===== src/pwl_pkg.sv =====
// shared types, constants and codes for the pi pwm loop with square reference
// no dependencies; every other file refers to this package by scoped names
package pwl_pkg;

  // waveform and capture geometry
  localparam int WAVE_PERIOD    = 1000;
  localparam int WAVE_W         = $clog2(WAVE_PERIOD);
  localparam int DECIMATE_BY    = 10;
  localparam int DEC_W          = 4;
  localparam int CAPTURE_POINTS = 200;
  localparam int SLOT_W         = 8;

  // field widths
  localparam int ADC_W   = 10;
  localparam int ERR_W   = ADC_W + 1;
  localparam int GAIN_W  = 16;
  localparam int INTEG_W = 16;
  localparam int LIM_W   = 15;
  localparam int PER_W   = 16;
  localparam int DUTY_W  = 16;

  // q8.8 drive scaling
  localparam int FULL_SCALE_Q8 = 100 * 256;
  localparam int OFFSET_Q8     = 50 * 256;
  localparam int U_W           = 15;

  // shared multiplier and accumulator
  localparam int OPND_W = 23;
  localparam int ACC_W  = 2 * OPND_W;

  // divide by full scale (1024 * 25): drop 10 low bits, then multiply by
  // ceil(2^26 / 25) and keep the bits above 26; exact for the 21-bit input
  localparam int RECIP_PRE   = 10;
  localparam int RECIP_IN_W  = 21;
  localparam int RECIP_SHIFT = 26;
  localparam int RECIP_MULT  = 2684355;

  // configuration port
  localparam int CFG_ADDR_W = 3;
  localparam int CFG_DATA_W = 16;
  localparam logic [CFG_ADDR_W-1:0] REG_KP_GAIN        = 3'd0;
  localparam logic [CFG_ADDR_W-1:0] REG_KI_GAIN        = 3'd1;
  localparam logic [CFG_ADDR_W-1:0] REG_INTEGRAL_LIMIT = 3'd2;
  localparam logic [CFG_ADDR_W-1:0] REG_PWM_PERIOD     = 3'd3;
  localparam logic [CFG_ADDR_W-1:0] REG_REF_HIGH       = 3'd4;
  localparam logic [CFG_ADDR_W-1:0] REG_REF_LOW        = 3'd5;

  // stream widths
  localparam int IN_DATA_W  = 16;
  localparam int OUT_DATA_W = 48;

  // sequencer states
  typedef enum logic [2:0] {
    S_IDLE,
    S_MUL_P,
    S_MAC_I,
    S_CLAMP,
    S_MUL_D,
    S_RECIP,
    S_DONE
  } state_t;

  // shared unit operations
  typedef enum logic [2:0] {
    ALU_NOP,
    ALU_LOAD,
    ALU_MUL_P,
    ALU_MAC_I,
    ALU_CLAMP,
    ALU_MUL_D,
    ALU_MUL_R
  } alu_op_t;

  typedef struct packed {
    alu_op_t op;
  } alu_ctrl_t;

  // capture result of one transaction
  typedef struct packed {
    logic              active;
    logic [SLOT_W-1:0] slot;
    logic [ADC_W-1:0]  ref_val;
    logic [ADC_W-1:0]  adc;
    logic              valid;
  } cap_t;

endpackage


===== src/pi_pwm_loop_square_ref.sv =====
// top level of the pi pwm loop with square-wave reference and decimated capture
// holds configuration and the output register; uses pwl_pkg, pwl_seq, pwl_alu,
// pwl_capture
//
// Each input transaction carries one converter sample and an arm flag and gives
// exactly one result transaction: the pwm compare count plus the capture fields.
// A transaction is taken in the cycle that in_tready is high; the result is
// loaded into the output register as the sequencer returns to idle and
// in_tready rises in that same cycle; no new sample is taken while one is in
// work. One shared 23x23 multiplier is used four times in turn (proportional
// term, integral term, period scaling, and a reciprocal multiply that divides by
// the q8.8 full scale), with a clamp step between the integral term and the
// period scaling for the offset and saturation. A finished result sits in the
// output register until taken; the next sample is accepted meanwhile, and its
// own result waits in the sequencer, in_tready low, until that register frees.
// Configuration writes take effect at once and are meant for times when no
// transaction is in flight.
module pi_pwm_loop_square_ref (
  input  logic                               clk,
  input  logic                               rst_n,
  // in_tdata: adc_sample [9:0], arm_capture [10], zero [15:11]
  input  logic                               in_tvalid,
  output logic                               in_tready,
  input  logic [pwl_pkg::IN_DATA_W-1:0]      in_tdata,
  // out_tdata: duty_count [15:0], capture_valid [16], captured_adc [26:17],
  // captured_ref [36:27], capture_slot [44:37], capture_active [45], zero [47:46]
  output logic                               out_tvalid,
  input  logic                               out_tready,
  output logic [pwl_pkg::OUT_DATA_W-1:0]     out_tdata,
  input  logic                               cfg_wr_en,
  input  logic [pwl_pkg::CFG_ADDR_W-1:0]     cfg_addr,
  input  logic [pwl_pkg::CFG_DATA_W-1:0]     cfg_wr_data
);

  logic signed [pwl_pkg::GAIN_W-1:0] kp_gain_r, ki_gain_r;
  logic [pwl_pkg::LIM_W-1:0]         integral_limit_r;
  logic [pwl_pkg::PER_W-1:0]         pwm_period_r;
  logic [pwl_pkg::ADC_W-1:0]         ref_high_r, ref_low_r;

  logic                              in_fire, load_out, out_free;
  logic                              out_tvalid_r;
  logic [pwl_pkg::OUT_DATA_W-1:0]    out_tdata_r;
  pwl_pkg::alu_ctrl_t                ctrl;
  pwl_pkg::cap_t                     cap;
  logic signed [pwl_pkg::ERR_W-1:0]  err;
  logic [pwl_pkg::DUTY_W-1:0]        duty;
  logic [pwl_pkg::ADC_W-1:0]         adc_sample;
  logic                              arm_capture;

  assign adc_sample  = in_tdata[pwl_pkg::ADC_W-1:0];
  assign arm_capture = in_tdata[pwl_pkg::ADC_W];
  assign in_fire     = in_tvalid & in_tready;
  assign out_free    = ~out_tvalid_r | out_tready;

  // configuration registers
  always_ff @(posedge clk) begin
    if (!rst_n) begin
      kp_gain_r        <= '0;
      ki_gain_r        <= '0;
      integral_limit_r <= pwl_pkg::LIM_W'(400);
      pwm_period_r     <= pwl_pkg::PER_W'(186);
      ref_high_r       <= pwl_pkg::ADC_W'(800);
      ref_low_r        <= pwl_pkg::ADC_W'(200);
    end else if (cfg_wr_en) begin
      unique case (cfg_addr)
        pwl_pkg::REG_KP_GAIN:        kp_gain_r        <= cfg_wr_data;
        pwl_pkg::REG_KI_GAIN:        ki_gain_r        <= cfg_wr_data;
        pwl_pkg::REG_INTEGRAL_LIMIT: integral_limit_r <= cfg_wr_data[pwl_pkg::LIM_W-1:0];
        pwl_pkg::REG_PWM_PERIOD:     pwm_period_r     <= cfg_wr_data;
        pwl_pkg::REG_REF_HIGH:       ref_high_r       <= cfg_wr_data[pwl_pkg::ADC_W-1:0];
        pwl_pkg::REG_REF_LOW:        ref_low_r        <= cfg_wr_data[pwl_pkg::ADC_W-1:0];
        default: ;
      endcase
    end
  end

  pwl_seq u_seq (
    .clk      (clk),
    .rst_n    (rst_n),
    .in_fire  (in_fire),
    .out_free (out_free),
    .in_ready (in_tready),
    .load_out (load_out),
    .ctrl     (ctrl)
  );

  pwl_capture u_capture (
    .clk        (clk),
    .rst_n      (rst_n),
    .in_fire    (in_fire),
    .arm        (arm_capture),
    .adc_sample (adc_sample),
    .ref_high   (ref_high_r),
    .ref_low    (ref_low_r),
    .err        (err),
    .cap        (cap)
  );

  pwl_alu u_alu (
    .clk            (clk),
    .rst_n          (rst_n),
    .ctrl           (ctrl),
    .arm            (arm_capture),
    .err_in         (err),
    .kp_gain        (kp_gain_r),
    .ki_gain        (ki_gain_r),
    .integral_limit (integral_limit_r),
    .pwm_period     (pwm_period_r),
    .duty           (duty)
  );

  // output register
  always_ff @(posedge clk) begin
    if (!rst_n) begin
      out_tvalid_r <= 1'b0;
    end else if (load_out) begin
      out_tvalid_r <= 1'b1;
    end else if (out_tready) begin
      out_tvalid_r <= 1'b0;
    end
  end

  always_ff @(posedge clk) begin
    if (load_out) begin
      out_tdata_r <= {2'b00, cap.active, cap.slot, cap.ref_val, cap.adc, cap.valid, duty};
    end
  end

  assign out_tvalid = out_tvalid_r;
  assign out_tdata  = out_tdata_r;

  a_slot_range: assert property (@(posedge clk) disable iff (!rst_n)
    (out_tvalid_r && out_tdata_r[16]) |->
      out_tdata_r[44:37] < pwl_pkg::SLOT_W'(pwl_pkg::CAPTURE_POINTS))
    else $error("capture slot beyond capture length");

  a_empty_capture: assert property (@(posedge clk) disable iff (!rst_n)
    (out_tvalid_r && !out_tdata_r[16]) |-> out_tdata_r[44:17] == '0)
    else $error("capture fields set without a captured pair");

endmodule


===== src/pwl_seq.sv =====
// sequencer stepping the shared multiply unit through one control step
// depends on pwl_pkg
module pwl_seq (
  input  logic                 clk,
  input  logic                 rst_n,
  input  logic                 in_fire,
  input  logic                 out_free,
  output logic                 in_ready,
  output logic                 load_out,
  output pwl_pkg::alu_ctrl_t   ctrl
);

  pwl_pkg::state_t               state_r, state_nxt;

  // state register
  always_ff @(posedge clk) begin
    if (!rst_n) begin
      state_r <= pwl_pkg::S_IDLE;
    end else begin
      state_r <= state_nxt;
    end
  end

  // next state
  always_comb begin
    state_nxt = state_r;
    unique case (state_r)
      pwl_pkg::S_IDLE: begin
        if (in_fire) state_nxt = pwl_pkg::S_MUL_P;
      end
      pwl_pkg::S_MUL_P: state_nxt = pwl_pkg::S_MAC_I;
      pwl_pkg::S_MAC_I: state_nxt = pwl_pkg::S_CLAMP;
      pwl_pkg::S_CLAMP: state_nxt = pwl_pkg::S_MUL_D;
      pwl_pkg::S_MUL_D: state_nxt = pwl_pkg::S_RECIP;
      pwl_pkg::S_RECIP: state_nxt = pwl_pkg::S_DONE;
      pwl_pkg::S_DONE: begin
        if (out_free) state_nxt = pwl_pkg::S_IDLE;
      end
      default: state_nxt = pwl_pkg::S_IDLE;
    endcase
  end

  // outputs
  always_comb begin
    in_ready     = 1'b0;
    load_out     = 1'b0;
    ctrl.op      = pwl_pkg::ALU_NOP;
    unique case (state_r)
      pwl_pkg::S_IDLE: begin
        in_ready = 1'b1;
        if (in_fire) ctrl.op = pwl_pkg::ALU_LOAD;
      end
      pwl_pkg::S_MUL_P: ctrl.op = pwl_pkg::ALU_MUL_P;
      pwl_pkg::S_MAC_I: ctrl.op = pwl_pkg::ALU_MAC_I;
      pwl_pkg::S_CLAMP: ctrl.op = pwl_pkg::ALU_CLAMP;
      pwl_pkg::S_MUL_D: ctrl.op = pwl_pkg::ALU_MUL_D;
      pwl_pkg::S_RECIP: ctrl.op = pwl_pkg::ALU_MUL_R;
      pwl_pkg::S_DONE:  load_out = out_free;
      default: ;
    endcase
  end

endmodule


===== src/pwl_alu.sv =====
// shared 23x23 multiplier and accumulator; the divide by the q8.8 full scale is
// a reciprocal multiply; holds the error integral; depends on pwl_pkg
module pwl_alu (
  input  logic                                 clk,
  input  logic                                 rst_n,
  input  pwl_pkg::alu_ctrl_t                   ctrl,
  input  logic                                 arm,
  input  logic signed [pwl_pkg::ERR_W-1:0]     err_in,
  input  logic signed [pwl_pkg::GAIN_W-1:0]    kp_gain,
  input  logic signed [pwl_pkg::GAIN_W-1:0]    ki_gain,
  input  logic [pwl_pkg::LIM_W-1:0]            integral_limit,
  input  logic [pwl_pkg::PER_W-1:0]            pwm_period,
  output logic [pwl_pkg::DUTY_W-1:0]           duty
);

  localparam int SUM_W = pwl_pkg::INTEG_W + 1;

  logic signed [pwl_pkg::ERR_W-1:0]   err_r;
  logic signed [pwl_pkg::INTEG_W-1:0] integ_r;
  logic signed [pwl_pkg::ACC_W-1:0]   acc_r;

  logic signed [pwl_pkg::OPND_W-1:0]  opa, opb;
  logic signed [pwl_pkg::ACC_W-1:0]   prod;
  logic signed [SUM_W-1:0]            isum, ilim;
  logic signed [pwl_pkg::INTEG_W-1:0] integ_clamped;
  logic signed [pwl_pkg::ACC_W-1:0]   offs, u_clamped;

  // operand select for the shared multiplier
  always_comb begin
    case (ctrl.op)
      pwl_pkg::ALU_MUL_P: begin
        opa = pwl_pkg::OPND_W'(kp_gain);
        opb = pwl_pkg::OPND_W'(err_r);
      end
      pwl_pkg::ALU_MAC_I: begin
        opa = pwl_pkg::OPND_W'(ki_gain);
        opb = pwl_pkg::OPND_W'(integ_r);
      end
      pwl_pkg::ALU_MUL_D: begin
        opa = $signed({{(pwl_pkg::OPND_W - pwl_pkg::U_W){1'b0}},
                       acc_r[pwl_pkg::U_W-1:0]});
        opb = $signed({{(pwl_pkg::OPND_W - pwl_pkg::PER_W){1'b0}}, pwm_period});
      end
      pwl_pkg::ALU_MUL_R: begin
        opa = $signed({{(pwl_pkg::OPND_W - pwl_pkg::RECIP_IN_W){1'b0}},
                       acc_r[pwl_pkg::RECIP_PRE+pwl_pkg::RECIP_IN_W-1:pwl_pkg::RECIP_PRE]});
        opb = pwl_pkg::OPND_W'(pwl_pkg::RECIP_MULT);
      end
      default: begin
        opa = '0;
        opb = '0;
      end
    endcase
  end

  assign prod = pwl_pkg::ACC_W'(opa) * pwl_pkg::ACC_W'(opb);

  // integral plus error, clamped to the limit
  always_comb begin
    isum = SUM_W'(integ_r) + SUM_W'(err_r);
    ilim = $signed({2'b00, integral_limit});
    if (isum > ilim) integ_clamped = pwl_pkg::INTEG_W'(ilim);
    else if (isum < -ilim) integ_clamped = pwl_pkg::INTEG_W'(-ilim);
    else integ_clamped = pwl_pkg::INTEG_W'(isum);
  end

  // drive plus offset, clamped to full scale
  always_comb begin
    offs = acc_r + pwl_pkg::ACC_W'(pwl_pkg::OFFSET_Q8);
    if (offs < 0) u_clamped = '0;
    else if (offs > pwl_pkg::ACC_W'(pwl_pkg::FULL_SCALE_Q8))
      u_clamped = pwl_pkg::ACC_W'(pwl_pkg::FULL_SCALE_Q8);
    else u_clamped = offs;
  end

  // integral state
  always_ff @(posedge clk) begin
    if (!rst_n) begin
      integ_r <= '0;
    end else if (ctrl.op == pwl_pkg::ALU_LOAD && arm) begin
      integ_r <= '0;
    end else if (ctrl.op == pwl_pkg::ALU_MAC_I) begin
      integ_r <= integ_clamped;
    end
  end

  // working registers
  always_ff @(posedge clk) begin
    case (ctrl.op)
      pwl_pkg::ALU_LOAD:  err_r <= err_in;
      pwl_pkg::ALU_MUL_P: acc_r <= prod;
      pwl_pkg::ALU_MAC_I: acc_r <= acc_r + prod;
      pwl_pkg::ALU_CLAMP: acc_r <= u_clamped;
      pwl_pkg::ALU_MUL_D: acc_r <= prod;
      pwl_pkg::ALU_MUL_R: acc_r <= prod;
      default: ;
    endcase
  end

  // quotient sits above the reciprocal shift
  assign duty = acc_r[pwl_pkg::RECIP_SHIFT+pwl_pkg::DUTY_W-1:pwl_pkg::RECIP_SHIFT];

endmodule


===== src/pwl_capture.sv =====
// square wave position, reference select, error and decimated capture state
// depends on pwl_pkg
module pwl_capture (
  input  logic                               clk,
  input  logic                               rst_n,
  input  logic                               in_fire,
  input  logic                               arm,
  input  logic [pwl_pkg::ADC_W-1:0]          adc_sample,
  input  logic [pwl_pkg::ADC_W-1:0]          ref_high,
  input  logic [pwl_pkg::ADC_W-1:0]          ref_low,
  output logic signed [pwl_pkg::ERR_W-1:0]   err,
  output pwl_pkg::cap_t                      cap
);

  logic [pwl_pkg::WAVE_W-1:0] pos_r;
  logic [pwl_pkg::DEC_W-1:0]  dec_r;
  logic [pwl_pkg::SLOT_W-1:0] pts_r;
  logic                       capturing_r;
  pwl_pkg::cap_t              cap_r;

  logic [pwl_pkg::ADC_W-1:0]  refv;
  logic                       run;
  logic [pwl_pkg::DEC_W-1:0]  dec_base, dec_inc, dec_nxt;
  logic [pwl_pkg::SLOT_W-1:0] pts_base, pts_nxt;
  logic                       hit, capturing_nxt;

  // reference level and error for this transaction
  assign refv = (pos_r < pwl_pkg::WAVE_W'(pwl_pkg::WAVE_PERIOD / 2)) ? ref_high : ref_low;
  assign err  = $signed({1'b0, refv}) - $signed({1'b0, adc_sample});

  // decimation and point count, with arming restart
  always_comb begin
    run           = arm | capturing_r;
    dec_base      = arm ? '0 : dec_r;
    pts_base      = arm ? '0 : pts_r;
    dec_inc       = dec_base + 1'b1;
    hit           = run && (dec_inc == pwl_pkg::DEC_W'(pwl_pkg::DECIMATE_BY));
    dec_nxt       = run ? (hit ? '0 : dec_inc) : dec_base;
    pts_nxt       = hit ? pts_base + 1'b1 : pts_base;
    capturing_nxt = run && (pts_nxt != pwl_pkg::SLOT_W'(pwl_pkg::CAPTURE_POINTS));
  end

  // control state
  always_ff @(posedge clk) begin
    if (!rst_n) begin
      pos_r       <= '0;
      dec_r       <= '0;
      pts_r       <= '0;
      capturing_r <= 1'b0;
    end else if (in_fire) begin
      pos_r       <= (pos_r == pwl_pkg::WAVE_W'(pwl_pkg::WAVE_PERIOD - 1)) ? '0 : pos_r + 1'b1;
      dec_r       <= dec_nxt;
      pts_r       <= pts_nxt;
      capturing_r <= capturing_nxt;
    end
  end

  // captured pair, zero when not taken
  always_ff @(posedge clk) begin
    if (in_fire) begin
      cap_r.valid   <= hit;
      cap_r.adc     <= hit ? adc_sample : '0;
      cap_r.ref_val <= hit ? refv : '0;
      cap_r.slot    <= hit ? pts_base : '0;
      cap_r.active  <= capturing_nxt;
    end
  end

  assign cap = cap_r;

  a_pos_range: assert property (@(posedge clk) disable iff (!rst_n)
    pos_r < pwl_pkg::WAVE_W'(pwl_pkg::WAVE_PERIOD - 1) ||
    pos_r == pwl_pkg::WAVE_W'(pwl_pkg::WAVE_PERIOD - 1))
    else $error("wave position out of range");

  a_dec_range: assert property (@(posedge clk) disable iff (!rst_n)
    dec_r < pwl_pkg::DEC_W'(pwl_pkg::DECIMATE_BY))
    else $error("decimation count reached its terminal value");

endmodule

===== config.mk =====
export PLATFORM = sky130hd
export DESIGN_NAME = pi_pwm_loop_square_ref
export DESIGN_NICKNAME = d
export VERILOG_FILES = /design/src/pwl_pkg.sv /design/src/pi_pwm_loop_square_ref.sv /design/src/pwl_seq.sv /design/src/pwl_alu.sv /design/src/pwl_capture.sv
export SDC_FILE = /design/constraint.sdc
export NUM_CORES = 2
export LEC_CHECK = 0
export ABC_AREA = 1
export BUFFER_PORTS_ARGS = -buffer_cell sky130_fd_sc_hd__buf_4
export CAP_MARGIN = 20
export CORE_UTILIZATION = 46
export DETAILED_ROUTE_END_ITERATION = 7
export REMOVE_ABC_BUFFERS = 1
export SETUP_SLACK_MARGIN = 0.15
export SYNTH_ARGS = -nofsm -noshare
export SYNTH_HDL_FRONTEND = slang
export SYNTH_SLANG_ARGS = --single-unit

===== constraint.sdc =====
create_clock -name clk -period 11 [get_ports clk]
set_clock_uncertainty 0.15 [all_clocks]
set_input_delay 2.2 -clock clk [delete_from_list [all_inputs] [get_ports clk]]
set_output_delay 2.2 -clock clk [all_outputs]
set_load 0.01 [all_outputs]

======== Word-level counts from Yosys, hierarchy flattened ========
Cells that the tools add are included.
operators by class
  add/subtract/negate cells ............... 8
  multiply operators ...................... 1
  div/mod/pow operators ................... 0
  order comparisons ....................... 5
  equality and inequality tests ........... 22
  shift operators ......................... 0
  muxes and demuxes ....................... 23
  bitwise gates (word level) .............. 5
  reductions and logical operators ........ 16
operators with widths
  operator                  count
  $pmux W23 S4              2
  $pmux W46 S3              1
  $mux W46                  2
  $add A46 B15 Y46 const B  1
  $add A46 B46 Y46          1
  $gt A46 B16 Y1 const B    1
  $lt A46 B1 Y1 const B     1
  $mul A23 B23 Y46          1
  $mux W16                  2
  $eq A3 B3 Y1 const B      8
  $pmux W3 S7               1
  $mux W10                  2
  $eq A3 B2 Y1 const B      6
  $pmux W3 S6               1
  $add A16 B11 Y17          1
  $gt A17 B16 Y1            1
  $lt A17 B17 Y1            1
  $neg A15 Y17              1
  $mux W8                   2
  $reduce_and A2 Y1         7
  $mux W4                   3
  $sub A10 B10 Y11          1
  $add A10 B1 Y10 const B   1
  $eq A10 B10 Y1 const B    1
  other kinds (19)          31
storage, ports and cells
  bits in registers ....................... 259
  bits in latches ......................... 0
  memory bits (writable) .................. 0
  memory bits (read-only) ................. 0
  bits of input ports ..................... 40
  output and inout port bits .............. 50
  word-level logic and storage cells ...... 101
  memories ................................ 0

======== Longest topological paths before layout ========
  depth in word-level cells ............... 10
  depth in mapped cells ................... 55
  depth with buffers taken out ............ 53

======== Modules after synthesis ========
Synthesis repeated with hierarchy kept, for this count alone.
second synthesis, totals
  cells, all modules ...................... 4892
  area, all modules ....................... 37546.0 sq um
modules (own cells, without submodules)
  module                  instances  cells an instance  area an instance (sq um)  sequential area each (sq um)
  pwl_alu                 1          3947               29532.1                   2031.9
  pi_pwm_loop_square_ref  1          525                4724.5                    3062.9
  pwl_capture             1          392                3103.0                    1361.3
  pwl_seq                 1          28                 186.4                     60.1

======== Worst setup path after synthesis ========
Ideal clock, no wire load.
  kind .................................... reg2reg
  from .................................... register u_seq.state_r[0]
  to ...................................... register u_alu.acc_r[45] in the netlist's numbering (data pin)
  library setup time ...................... 0.252 ns
  arrival time ............................ 8.343 ns
  data required time ...................... 10.598 ns
  setup slack ............................. 2.255 ns
  stages on the path, launching flop included .. 41
  path buffers ............................ 3
  clock period less this slack ............ 8.745 ns
  cell sequence ........................... dfxtp_1 > nor2_2 > nand2_2 > buf_2 > o22ai_4 > clkbuf_1 > clkbuf_1 > nand2_1 > fa_1 > inv_1 > fa_1 > fa_1 > inv_1 > fa_1 > inv_1 > fa_1 > inv_1 > fa_1 > (+5 left out) > nand2_1 > nor4_1 > nand3_1 > nand3_1 > xor2_1 > inv_1 > ha_1 > nand2_1 > nor3_1 > nand2_1 > nor4_1 > nand3_1 > nand3_1 > nand2_1 > nand2_1 > nor2_1 > nand3_1 > nand2_1
on the way
  cells in the longest elaborated chain, start to end .. 10
  elaborated cells between the ends (all ways) .. 21
  those cells by class .................... 1 x add/sub; 1 x mul; 10 x eq/ne; 6 x mux; 1 x bitwise; 2 x reduce/logical
ends and longest elaborated chain
  item                                                 line                          text
  start, declared                                      pwl_seq.sv:13                 pwl_pkg::state_t state_r, state_nxt;
  start signal, assigned                               pwl_seq.sv:18                 state_r <= pwl_pkg::S_IDLE;
  start signal, assigned                               pwl_seq.sv:20                 state_r <= state_nxt;
  $logic_not A3 Y1                                     pwl_seq.sv:48                 unique case (state_r)
  $mux W1                                              pwl_seq.sv:48
  $and A1 B1 Y1                                        pi_pwm_loop_square_ref.sv:52  assign in_fire = in_tvalid & in_tready;
  $mux W1                                              pwl_seq.sv:51                 if (in_fire) ctrl.op = pwl_pkg::ALU_LOAD;
  $pmux W3 S6 (*)                                      pwl_seq.sv:48
  $eq A3 B3 Y1 / $eq A3 B2 Y1 (equally long branches)  pwl_alu.sv:30, pwl_alu.sv:89
  $pmux W23 S4                                         pwl_alu.sv:30                 case (ctrl.op)
  $mul A23 B23 Y46                                     pwl_alu.sv:56                 assign prod = pwl_pkg::ACC_W'(opa) * pwl_pkg::ACC_W'(opb);
  $add A46 B46 Y46                                     pwl_alu.sv:92                 pwl_pkg::ALU_MAC_I: acc_r <= acc_r + prod;
  $pmux W46 S3 (*)                                     pwl_alu.sv:89                 case (ctrl.op)
  end signal, assigned                                 pwl_alu.sv:91                 pwl_pkg::ALU_MUL_P: acc_r <= prod;
  end signal, assigned                                 pwl_alu.sv:92
  end signal, assigned                                 pwl_alu.sv:93                 pwl_pkg::ALU_CLAMP: acc_r <= u_clamped;
  end, declared                                        pwl_alu.sv:20                 logic signed [pwl_pkg::ACC_W-1:0] acc_r;
Every way passes the cells marked *; elsewhere a longest branch is shown, timed or not.
A chain may end at the register's enable or synchronous reset.

======== Worst setup path after layout ========
  from .................................... register u_seq.state_r[1]
  to ...................................... register u_alu.acc_r[42] in the netlist's numbering (data pin)
Same word-level chain as after synthesis.

==> results.yml <==
run_status:
  result_of_the_run: "complete, no violations"
synthesis:
  synth_warnings: 0
  number_of_distinct_library_cells_after_synthesis: 62
  synth_ff_type: "sky130_fd_sc_hd__edfxtp_1"
  synth_cells: 4783
  async_flop_share_pct: 0
  synth_edf_count: 133
  flip_flop_and_latch_count_after_synthesis: 259
  syn_area_per_cell_um2: 7.698
  syn-cell-area_um2: 36820
  yosysSeqAreaShare_pct: 17.70
worst_hold_path:
  min_delay_worst_endpoint: "out_tdata[25]"
  worstHoldPathType: "reg2reg"
  worstHoldStart: "u_capture.cap[9]"
  min_path_cells: 0
finish:
  nFillCells: 7894
  layout.cells.most_common: "sky130_fd_sc_hd__inv_1"
  final_layout_size_suffix_gt1_share_pct: 6.890
  nNetsFinal: 5736
  postLayoutCellArea_um2: 40450
  area_delta_synth_final_pct: 9.868
  top_library_cells_by_usage_in_the_layout_fill_and_taps_aside: "sky130_fd_sc_hd__inv_1 (1,088), sky130_fd_sc_hd__nand2_1 (953), sky130_fd_sc_hd__nor2_1 (554), sky130_fd_sc_hd__fa_1 (550), sky130_fd_sc_hd__a21oi_1 (241)"
detailed_routing:
  post-route-drc-count: 0
  drt_iter0_markers: 2788
  dr_total_vias: 31350
  antenna_left: 0
  routed_via_density: 5.237
  drt_pre_antenna_iters: 6
  drt-total-wl_um: 114700
  drt-wirelength-per-cell_um: 19.16
clocking:
  clk_pin_slew_ps: 70
  cts_tree: "yes"
  h_tree_levels: 1
  insertion_delay_ps: 630
  tritoncts.num_buffers: 31
  cts_max_path_buffers: 3
  cts_hold_buffers: 0
  clock_tree.root_cell: "sky130_fd_sc_hd__clkbuf_16"
  clock_sink_count: 259
placement:
  place.port_buffers: 82
  placed_area_um2: 39110
  dp_hpwl_um: 96740
  globalplace.congestion: 0.9610
  pre_cts_setup_slack_ps: 426.2
timing:
  post-route-period-util_pct: 95.04
  max_slew_margin_pct: 36.48
  finalWorstSetupSlack_ps: 545.9
  worst-slew-pin-transition_ps: 951.7
  rsz0062_at_grt: "no"
  minimum_clock_period_ps: 10450
  fmaxAchievable_mhz: 95.66
  totalNegativeSetupSlack_ps: 0
  hold_violations: 0
  report.final.setup_viol: 0
  timing_max_transition_violations_final: 0
power_and_ir_drop:
  net-switching-power_mw: 1.952
  power.leakage_nw: 20.50
  powerDensity_nw_per_um2: 109.2
  switching_share_pct: 44.18
  p_clk_share_pct: 25.7
  seq_power_share_pct: 30.3
  power.share.combinational_pct: 44.0
  fin_total_pwr_mw: 4.419
  p_int_mw: 2.467
  max-vdd-ir-drop_mv: 0.1064
setup_path:
  worst_setup_ep_type: "flip-flop"
  r2r_slack_ps: 550
  cp-start-kind: "flip-flop"
  cp_slowest_cell: "sky130_fd_sc_hd__fa_1"
  rr_startpoint: "u_seq.state_r[1]"
  slowest_delay_ps: 540
  r2r_end: "u_alu.acc_r[42]"
  worst-r2r-cell-count: 43
  cp.required_ps: 11210
  crit_top_cell: "sky130_fd_sc_hd__inv_1"
  criticalPathCategory: "reg2reg"
  arrival_ps: 10660
  crit_path_max_fanout: 15
floorplanning:
  ios: 90
  die_width_um: 284.9
  std_cell_rows: 103
  effective_utilization_at_floorplan_pct: 46.53
  die_area_um2: 81180
  coreArea_um2: 79130
  floorplan.die.height_um: 284.9
global_routing:
  largest_net_degree_at_the_start_of_global_routing: 86
  grt_antenna_before_repair: 2
  global_route.overflow_total: 0
  via_count_of_the_first_global_routing_pass: 31190
  grt_pass1_wl_um: 180400
  track_usage_pct: 28.78
run:
  drv.max_cap_violation_count: 0
cell type report:
type	instances	area, um2	area share (%)
Clock buffer	36	825.8	2.041
Timing Repair Buffer	207	1594	3.940
Clock inverter	22	280.3	0.6928
Antenna cell	1	2.502	0.006186
Sequential cell	259	6519	16.11
Inverter	1111	4193	10.36
Multi-Input combinational cell	3300	25730	63.59
Tap cell	1050	1314	3.248
worst max-delay path, delay by kind of cell (launching register included):
family	cells	cell delay, ps
simple gates	16	2310
fa+ha+maj	9	4160
buf+inv	12	1570
flops	1	430
compound gates	5	1150
xor+xnor	1	390
layer usage:
layer  GRT usage [%]  share of wire [%]  routed length (um)
met1           41.63                 45               51220
met2           44.95                 44               50650
met3           3.912                7.7                8786
met4           8.369                3.5                4041
met5               0                  0                   0
Yosys cell counts, types with 4 or more instances:
library cell	number	area, um2
sky130_fd_sc_hd__inv_1	1092	4099
sky130_fd_sc_hd__nand2_1	953	3577
sky130_fd_sc_hd__nor2_1	557	2091
sky130_fd_sc_hd__fa_1	551	11030
sky130_fd_sc_hd__a21oi_1	241	1206
sky130_fd_sc_hd__ha_1	235	2940
sky130_fd_sc_hd__o21ai_0	234	1171
sky130_fd_sc_hd__nand3_1	162	810.8
sky130_fd_sc_hd__edfxtp_1	133	3994
sky130_fd_sc_hd__dfxtp_1	126	2522
sky130_fd_sc_hd__xor2_1	73	639.4
sky130_fd_sc_hd__clkbuf_1	62	232.7
sky130_fd_sc_hd__nand4_1	45	281.5
sky130_fd_sc_hd__buf_2	40	200.2
sky130_fd_sc_hd__nor3_1	31	155.2
sky130_fd_sc_hd__xnor2_1	21	183.9
sky130_fd_sc_hd__nor4_1	19	118.9
sky130_fd_sc_hd__o21bai_1	17	127.6
sky130_fd_sc_hd__o22ai_1	16	100.1
sky130_fd_sc_hd__o211ai_1	14	105.1
sky130_fd_sc_hd__a31oi_1	11	68.82
sky130_fd_sc_hd__nand3b_1	11	82.58
sky130_fd_sc_hd__a21o_1	10	75.07
sky130_fd_sc_hd__a22o_1	10	87.58
sky130_fd_sc_hd__inv_2	10	37.54
sky130_fd_sc_hd__clkinv_1	9	33.78
sky130_fd_sc_hd__o21a_1	8	60.06
sky130_fd_sc_hd__or2_2	7	43.79
sky130_fd_sc_hd__and3_1	6	37.54
sky130_fd_sc_hd__buf_1	6	22.52
sky130_fd_sc_hd__buf_4	5	37.54
sky130_fd_sc_hd__nand2_2	5	31.28
sky130_fd_sc_hd__nor2_2	5	31.28
sky130_fd_sc_hd__nor2_4	5	56.30
sky130_fd_sc_hd__a221oi_2	4	60.06
sky130_fd_sc_hd__and2_1	4	25.02
sky130_fd_sc_hd__o21ai_2	4	35.03
cell families after synthesis:
family	synth area share, %
simple gates	20.14
mux	0.05437
buf+inv	12.73
xor+xnor	2.280
other cells	0.01018
flops	17.70
fa+ha+maj	37.94
compound gates	9.148
sequential cells by signal, summed over array words and instances, names as in the netlist, 3 cells and up:
name,cells
ref_low_r,10
kp_gain_r,16
ref_high_r,10
pwm_period_r,16
u_alu.acc_r,46
u_capture.cap,30
u_capture.pts_r,8
out_tdata,46
u_seq.state_r,3
ki_gain_r,16
u_alu.err_r,11
u_capture.pos_r,10
u_alu.integ_r,16
u_capture.dec_r,4
integral_limit_r,15
repair_timing:
item / in CTS / in global routing
setup endpoints to repair: 0 / 17
gates resized for setup: 0 / 30
buffers inserted: 0 / 10
metrics by stage:
step	hold slack, ps	instances	util [%]
finish	262.2	5986	51.12
detailed placement	254.5	5915	49.43
global placement	251.4	5915	49.43
floorplan	250.3	4669	-
global route	260.9	5986	51.12
CTS	260.1	5973	50.83
power groups by stage:
| stage | Sequential, mW | Clock (mW) | Combinational (mW) |
|---|---|---|---|
| floorplan | 1.27 | 0 | 1.27 |
| global placement | 1.35 | 0 | 1.88 |
| detailed placement | 1.35 | 0 | 1.89 |
| CTS | 1.33 | 1.16 | 1.91 |
| global route | 1.35 | 1.20 | 2.17 |
| finish | 1.34 | 1.14 | 1.94 |
worst max path at each step:
stage                     cells past startpoint              from               to
after global placement                       46  u_seq.state_r[0]  u_alu.acc_r[42]
final                                        43  u_seq.state_r[1]  u_alu.acc_r[42]
after CTS                                    46  u_seq.state_r[0]  u_alu.acc_r[42]
after detailed placement                     46  u_seq.state_r[0]  u_alu.acc_r[42]
after floorplan                              39  u_seq.state_r[0]  u_alu.acc_r[45]
after global routing                         44  u_seq.state_r[2]  u_alu.acc_r[45]
Power figures use the tool's default switching activity.
